`src/rtl/lsf_pkg.sv`:
```
// ----------------------------------------------------------------------------
// lsf_pkg
// Shared types, codes and fixed-point helpers for the least-squares line fit.
// ----------------------------------------------------------------------------
package lsf_pkg;

  localparam int MAX_POINTS_DEF = 128;
  localparam int FRAC_BITS_DEF  = 16;

  localparam logic [1:0] ST_OK   = 2'd0;
  localparam logic [1:0] ST_FLAT = 2'd1;
  localparam logic [1:0] ST_FEW  = 2'd2;
  localparam logic [1:0] ST_DROP = 2'd3;

  localparam logic [1:0] DIV_MEAN_X = 2'd0;
  localparam logic [1:0] DIV_MEAN_Y = 2'd1;
  localparam logic [1:0] DIV_SLOPE  = 2'd2;
  localparam logic [1:0] DIV_VAR    = 2'd3;

  localparam logic [2:0] MUL_DXDX = 3'd0;
  localparam logic [2:0] MUL_DXDY = 3'd1;
  localparam logic [2:0] MUL_BXM  = 3'd2;
  localparam logic [2:0] MUL_BX   = 3'd3;
  localparam logic [2:0] MUL_DUDU = 3'd4;
  localparam logic [2:0] MUL_DRDR = 3'd5;

  localparam logic [63:0] S64_MAX = 64'h7FFF_FFFF_FFFF_FFFF;
  localparam logic [63:0] S64_MIN = 64'h8000_0000_0000_0000;
  localparam logic [47:0] S48_MAX = 48'h7FFF_FFFF_FFFF;
  localparam logic [47:0] S48_MIN = 48'h8000_0000_0000;

  typedef struct packed {
    logic       load;
    logic       div_go;
    logic [1:0] div_sel;
    logic       mul_go;
    logic [2:0] mul_sel;
    logic       clr_acc;
    logic       idx_clr;
    logic       idx_inc;
    logic       ld_xm;
    logic       ld_ym;
    logic       ld_lxx;
    logic       ld_lxy;
    logic       ld_b;
    logic       ld_a;
    logic       ld_fit;
    logic       ld_u;
    logic       ld_q;
    logic       ld_var;
    logic       finish;
  } cmd_t;

  typedef struct packed {
    logic div_done;
    logic mul_done;
    logic idx_last;
    logic lxx_zero;
    logic n_ge3;
  } stat_t;

  function automatic logic [63:0] sat_mag(input logic [63:0] m, input logic neg,
                                          input logic ovf);
    logic big;
    big = ovf || m[63];
    if (neg) return big ? S64_MIN : 64'(-m);
    return big ? S64_MAX : m;
  endfunction

  function automatic logic [63:0] sadd64(input logic [63:0] a, input logic [63:0] b);
    logic [64:0] s;
    s = {a[63], a} + {b[63], b};
    if (s[64] != s[63]) return s[64] ? S64_MIN : S64_MAX;
    return s[63:0];
  endfunction

  function automatic logic [47:0] clamp48(input logic [63:0] v);
    if (!v[63] && (v[62:47] != 16'd0)) return S48_MAX;
    if (v[63] && (v[62:47] != 16'hFFFF)) return S48_MIN;
    return v[47:0];
  endfunction

  function automatic logic [62:0] uadd63(input logic [62:0] a, input logic [62:0] b);
    logic [63:0] s;
    s = {1'b0, a} + {1'b0, b};
    return s[63] ? {63{1'b1}} : s[62:0];
  endfunction

endpackage

```
`src/rtl/lsf_ctrl.sv`:
```
// ----------------------------------------------------------------------------
// lsf_ctrl
// Sequencer for loading, the two passes over the store and the divides.
// ----------------------------------------------------------------------------
module lsf_ctrl (
  input  logic           clk,
  input  logic           rst,
  input  logic           start,
  input  logic           last_point,
  output logic           busy,
  output lsf_pkg::cmd_t  cmd,
  input  lsf_pkg::stat_t stat
);

  localparam logic [4:0] S_IDLE   = 5'd0;
  localparam logic [4:0] S_MX_GO  = 5'd1;
  localparam logic [4:0] S_MX_W   = 5'd2;
  localparam logic [4:0] S_MY_GO  = 5'd3;
  localparam logic [4:0] S_MY_W   = 5'd4;
  localparam logic [4:0] S_P1_RD  = 5'd5;
  localparam logic [4:0] S_XX_GO  = 5'd6;
  localparam logic [4:0] S_XX_W   = 5'd7;
  localparam logic [4:0] S_XY_GO  = 5'd8;
  localparam logic [4:0] S_XY_W   = 5'd9;
  localparam logic [4:0] S_CHECK  = 5'd10;
  localparam logic [4:0] S_SL_GO  = 5'd11;
  localparam logic [4:0] S_SL_W   = 5'd12;
  localparam logic [4:0] S_AB_GO  = 5'd13;
  localparam logic [4:0] S_AB_W   = 5'd14;
  localparam logic [4:0] S_P2_RD  = 5'd15;
  localparam logic [4:0] S_FIT_GO = 5'd16;
  localparam logic [4:0] S_FIT_W  = 5'd17;
  localparam logic [4:0] S_U_GO   = 5'd18;
  localparam logic [4:0] S_U_W    = 5'd19;
  localparam logic [4:0] S_Q_GO   = 5'd20;
  localparam logic [4:0] S_Q_W    = 5'd21;
  localparam logic [4:0] S_VAR    = 5'd22;
  localparam logic [4:0] S_VAR_W  = 5'd23;
  localparam logic [4:0] S_FINISH = 5'd24;

  logic [4:0] state, state_next;

  assign busy = (state != S_IDLE);

  always_ff @(posedge clk) begin
    if (rst) begin
      state <= S_IDLE;
    end else begin
      state <= state_next;
    end
  end

  always_comb begin
    state_next = state;
    cmd        = '0;
    unique case (state)
      S_IDLE: begin
        cmd.load = start;
        if (start && last_point) state_next = S_MX_GO;
      end
      S_MX_GO: begin
        cmd.clr_acc = 1'b1;
        cmd.div_go  = 1'b1;
        cmd.div_sel = lsf_pkg::DIV_MEAN_X;
        state_next  = S_MX_W;
      end
      S_MX_W: begin
        cmd.ld_xm = stat.div_done;
        if (stat.div_done) state_next = S_MY_GO;
      end
      S_MY_GO: begin
        cmd.div_go  = 1'b1;
        cmd.div_sel = lsf_pkg::DIV_MEAN_Y;
        state_next  = S_MY_W;
      end
      S_MY_W: begin
        cmd.ld_ym = stat.div_done;
        if (stat.div_done) state_next = S_P1_RD;
      end
      S_P1_RD: state_next = S_XX_GO;
      S_XX_GO: begin
        cmd.mul_go  = 1'b1;
        cmd.mul_sel = lsf_pkg::MUL_DXDX;
        state_next  = S_XX_W;
      end
      S_XX_W: begin
        cmd.ld_lxx = stat.mul_done;
        if (stat.mul_done) state_next = S_XY_GO;
      end
      S_XY_GO: begin
        cmd.mul_go  = 1'b1;
        cmd.mul_sel = lsf_pkg::MUL_DXDY;
        state_next  = S_XY_W;
      end
      S_XY_W: begin
        cmd.ld_lxy = stat.mul_done;
        if (stat.mul_done) begin
          cmd.idx_inc = !stat.idx_last;
          state_next  = stat.idx_last ? S_CHECK : S_P1_RD;
        end
      end
      S_CHECK: state_next = stat.lxx_zero ? S_FINISH : S_SL_GO;
      S_SL_GO: begin
        cmd.div_go  = 1'b1;
        cmd.div_sel = lsf_pkg::DIV_SLOPE;
        state_next  = S_SL_W;
      end
      S_SL_W: begin
        cmd.ld_b = stat.div_done;
        if (stat.div_done) state_next = S_AB_GO;
      end
      S_AB_GO: begin
        cmd.mul_go  = 1'b1;
        cmd.mul_sel = lsf_pkg::MUL_BXM;
        cmd.idx_clr = 1'b1;
        state_next  = S_AB_W;
      end
      S_AB_W: begin
        cmd.ld_a = stat.mul_done;
        if (stat.mul_done) state_next = S_P2_RD;
      end
      S_P2_RD: state_next = S_FIT_GO;
      S_FIT_GO: begin
        cmd.mul_go  = 1'b1;
        cmd.mul_sel = lsf_pkg::MUL_BX;
        state_next  = S_FIT_W;
      end
      S_FIT_W: begin
        cmd.ld_fit = stat.mul_done;
        if (stat.mul_done) state_next = S_U_GO;
      end
      S_U_GO: begin
        cmd.mul_go  = 1'b1;
        cmd.mul_sel = lsf_pkg::MUL_DUDU;
        state_next  = S_U_W;
      end
      S_U_W: begin
        cmd.ld_u = stat.mul_done;
        if (stat.mul_done) state_next = S_Q_GO;
      end
      S_Q_GO: begin
        cmd.mul_go  = 1'b1;
        cmd.mul_sel = lsf_pkg::MUL_DRDR;
        state_next  = S_Q_W;
      end
      S_Q_W: begin
        cmd.ld_q = stat.mul_done;
        if (stat.mul_done) begin
          cmd.idx_inc = !stat.idx_last;
          state_next  = stat.idx_last ? S_VAR : S_P2_RD;
        end
      end
      S_VAR: begin
        cmd.div_go  = stat.n_ge3;
        cmd.div_sel = lsf_pkg::DIV_VAR;
        state_next  = stat.n_ge3 ? S_VAR_W : S_FINISH;
      end
      S_VAR_W: begin
        cmd.ld_var = stat.div_done;
        if (stat.div_done) state_next = S_FINISH;
      end
      S_FINISH: begin
        cmd.finish = 1'b1;
        state_next = S_IDLE;
      end
      default: state_next = S_IDLE;
    endcase
  end

endmodule

```
`config.mk`:
```
export PLATFORM = sky130hd
export DESIGN_NAME = lsf_ctrl
export DESIGN_NICKNAME = d
export VERILOG_FILES = /design/src/rtl/lsf_pkg.sv /design/src/rtl/lsf_ctrl.sv
export SDC_FILE = /design/constraint.sdc
export NUM_CORES = 1
export LEC_CHECK = 0
export ABC_CLOCK_PERIOD_IN_PS = 2400
export BUFFER_PORTS_ARGS = -buffer_cell sky130_fd_sc_hd__buf_2
export CORE_MARGIN = 4
export CORE_UTILIZATION = 49
export DETAILED_ROUTE_END_ITERATION = 6
export PLACE_DENSITY = 0.81
export SLEW_MARGIN = 20
export SYNTH_ARGS = -nofsm -noshare
export SYNTH_HDL_FRONTEND = slang
export SYNTH_SLANG_ARGS = --single-unit
```
`constraint.sdc`:
```
create_clock -name clk -period 2.4 [get_ports clk]
set_clock_uncertainty 0.2 [all_clocks]
set_input_delay 0.36 -clock clk [delete_from_list [all_inputs] [get_ports clk]]
set_output_delay 0.36 -clock clk [all_outputs]
set_load 0.005 [all_outputs]
```
==> results.cfg <==
[worst_setup_path]
r2r-start = state[1]$_SDFFE_PP0P_
cp_top_family = simple AND/OR/NAND/NOR gates
r2r_end = state[4]$_SDFFE_PP0P_
worst_setup_path_start_kind = flop
setup.worst_path.class = flop to output port
path_cells = or2_1, or2_2, o22a_1, nor2_1, buf_2
critical_path_arrival_ns = 1.69
crit_required_ns = 1.84
rr_worst_depth = 5
slowest_stage = dfxtp_2
ff2ff_setup_slack_ns = 0.32
critical_path_buf_inv_count = 1
endpoint_kind = output port
max_stage_delay_ns = 0.41
cp_max_fo = 18

[worst_hold_path]
min_to = state[3]$_SDFFE_PP0P_
hold_depth = 2
hold_path_class = input pin to flop
worstHoldStart = rst

[route]
drt-vias-per-instance = 6.38
route.detailed.drc = 0
routed_wl_um = 3020
first_iter_violations = 96
routed-via-count = 1250
dr.pass1.iters = 4
wl_per_cell_um = 15.4
ant_nets = 0

[floorplanning]
die_w_um = 50.4
io_pins = 32
die_h_um = 50.4
core_mm2 = 0.00171
row_count = 15
start_util = 0.516
die_area_mm2 = 0.00254

[sta]
slew_viol_final = 0
fin_crit_ns = 2.25
max_freq_mhz = 445
relSlewSlack = 0.701
rsz0062_at_grt = false
setup_viol = 0
period_share = 0.937
hold_violations = 0
fin_tns_setup_ns = 0
worstMarginPinSlew_ns = 0.447
timing.final.ws_setup_ns = 0.151

[layout]
regMostFlops = state
area_delta_synth_final_pct = 24.0
reg_top3 = state x5
layout-drive-gt1-share = 0.281
antennaDiodeCount = 0
fill_cells = 175
largest_register_ffs = 5
finalNetCount = 181

[clock_tree]
cts.sinks = 5
insertion_delay_ns = 0.25
cts_tree = built
htree_levels = 1
cts-root-buf = clkbuf_4
cts_max_path_buffers = 2
cts.reportedPaths.clkPinSlew_ns = 0.05
cts_inserted_buffers = 3

[power]
power_per_cell_area_mw_per_mm2 = 1080
cellLeakagePower_nw = 0.444
ir_worst_vdd_mv = 0.451

[flow_run]
max_cap_violations = 0

[global_route]
antenna_found_initial = 0
grt-ovfl-total = 0
grt_pass1_vias = 1096
grtUsageTotal = 0.235
grt_pass1_wl_um = 4800
grt_start_max_net_pins = 19

[synth]
synth_cells = 142
ys_seq_area_frac = 0.114
yosysWarnings = 0
ys_ff_latch = 5
synth_edf_count = 0
postSynthAreaPerCell_um2 = 6.20
synth_area_um2 = 881
synth_fp_nets = 151
ys.flop_type = dfxtp_1
synth_async_sr_flop_share = 0
synth_cell_types = 39

[outcome]
status = completed

[placement]
hpwl_um = 2150
gp_congestion = 0.903
pre_cts_slack_ns = 0.288
port_buffers = 31
## final cells by class
| type | instances | area (um^2) | area share |
|---|---|---|---|
| inverter | 6 | 22.5 | 0.0206 |
| sequential | 5 | 103 | 0.0939 |
| clock buffer | 4 | 26.3 | 0.0241 |
| multi-input combinational | 117 | 694 | 0.636 |
| timing repair buffer | 39 | 215 | 0.197 |
| tap | 25 | 31.3 | 0.0286 |
## Yosys cell counts (2+ instances only)
cell type / number / area share
nor3b_1: 2 / 0.017
o32ai_1: 4 / 0.040
o211ai_1: 2 / 0.017
and2_1: 3 / 0.021
buf_2: 3 / 0.017
buf_1: 3 / 0.013
o22a_1: 3 / 0.030
a21oi_1: 17 / 0.097
dfxtp_1: 5 / 0.11
nand2_1: 15 / 0.064
nor2_1: 10 / 0.043
a221oi_1: 2 / 0.020
a211oi_1: 6 / 0.051
o21ai_0: 6 / 0.034
nor2b_1: 6 / 0.043
clkbuf_1: 7 / 0.030
inv_1: 6 / 0.026
nor3_1: 13 / 0.074
nand2b_1: 3 / 0.021
or3_1: 2 / 0.014
nand3_1: 6 / 0.034
## routing by layer
| metal | vias up | track usage | wire length [um] |
|---|---|---|---|
| met3 | 9 | 0.0267 | 288 |
| li1 | 582 | - | - |
| met2 | 83 | 0.400 | 1500 |
| met1 | 576 | 0.306 | 1210 |
| met4 | 0 | 0.0762 | 27 |
| met5 | - | 0 | 0 |
## power breakdown
part | internal (mW) | switching, mW | total, mW | leakage (nW)
clock | 0.0631 | 0.0392 | 0.102 | 0.0150
combinational | 0.376 | 0.504 | 0.879 | 0.387
sequential | 0.116 | 0.0792 | 0.195 | 0.0420
total | 0.555 | 0.622 | 1.18 | 0.444
## logic make-up (layout without fill, tap and decap cells)
logic type             Yosys count  after routing  share of synthesized area
flip-flops                       5              5                      0.114
AND/OR/NAND/NOR                 69             69                      0.412
XOR/XNOR                         1              1                    0.00994
AO/OA/AOI/OAI                   47             47                      0.366
buffers and inverters           20             49                     0.0980
## worst max path at each step
stage / cells after the start / slack, ns / start / to
after floorplan: 5 / 0.40 / state[2]$_SDFFE_PP0P_ / cmd[17]
after detailed placement: 5 / 0.29 / state[3]$_SDFFE_PP0P_ / state[1]$_SDFFE_PP0P_
after global placement: 5 / 0.32 / state[3]$_SDFFE_PP0P_ / cmd[15]
after CTS: 5 / 0.07 / state[3]$_SDFFE_PP0P_ / cmd[15]
after global routing: 5 / 0.07 / state[1]$_SDFFE_PP0P_ / cmd[17]
final: 5 / 0.15 / state[3]$_SDFFE_PP0P_ / cmd[15]
## stage by stage
| step | power [mW] | hold WS (ns) | instances | cell area [um^2] | util |
|---|---|---|---|---|---|
| after floorplan | 0.808 | 0.228 | 142 | 881 | - |
| after global placement | 1.02 | 0.363 | 192 | 1060 | 0.623 |
| after detailed placement | 1.05 | 0.353 | 192 | 1060 | 0.623 |
| after CTS | 1.15 | 0.141 | 196 | 1090 | 0.638 |
| after global routing | 1.26 | 0.149 | 196 | 1090 | 0.640 |
| final | 1.18 | 0.132 | 196 | 1090 | 0.640 |
## repair_timing
| item | in CTS | in global routing |
|---|---|---|
| hold buffers | 0 | 0 |
| buffers inserted | 0 | 0 |
| gates resized for setup | 0 | 2 |
| endpoints found under the setup margin | 0 | 4 |
## layout by cell type (no fill, tap or decap), types with 2 or more instances in the layout
cell and n:
a211oi_1 6, a21oi_1 17, a221oi_1 2, and2_1 3, buf_2 31, buf_4 8, clkbuf_4 3, dfxtp_1 3
dfxtp_2 2, inv_1 6, nand2_1 15, nand2b_1 3, nand3_1 6, nor2_1 10, nor2b_1 6, nor3_1 13
nor3b_1 2, o211ai_1 2, o21ai_0 6, o22a_1 3, o32ai_1 4, or3_1 2
Note: power is estimated with default switching activity, not from simulation.
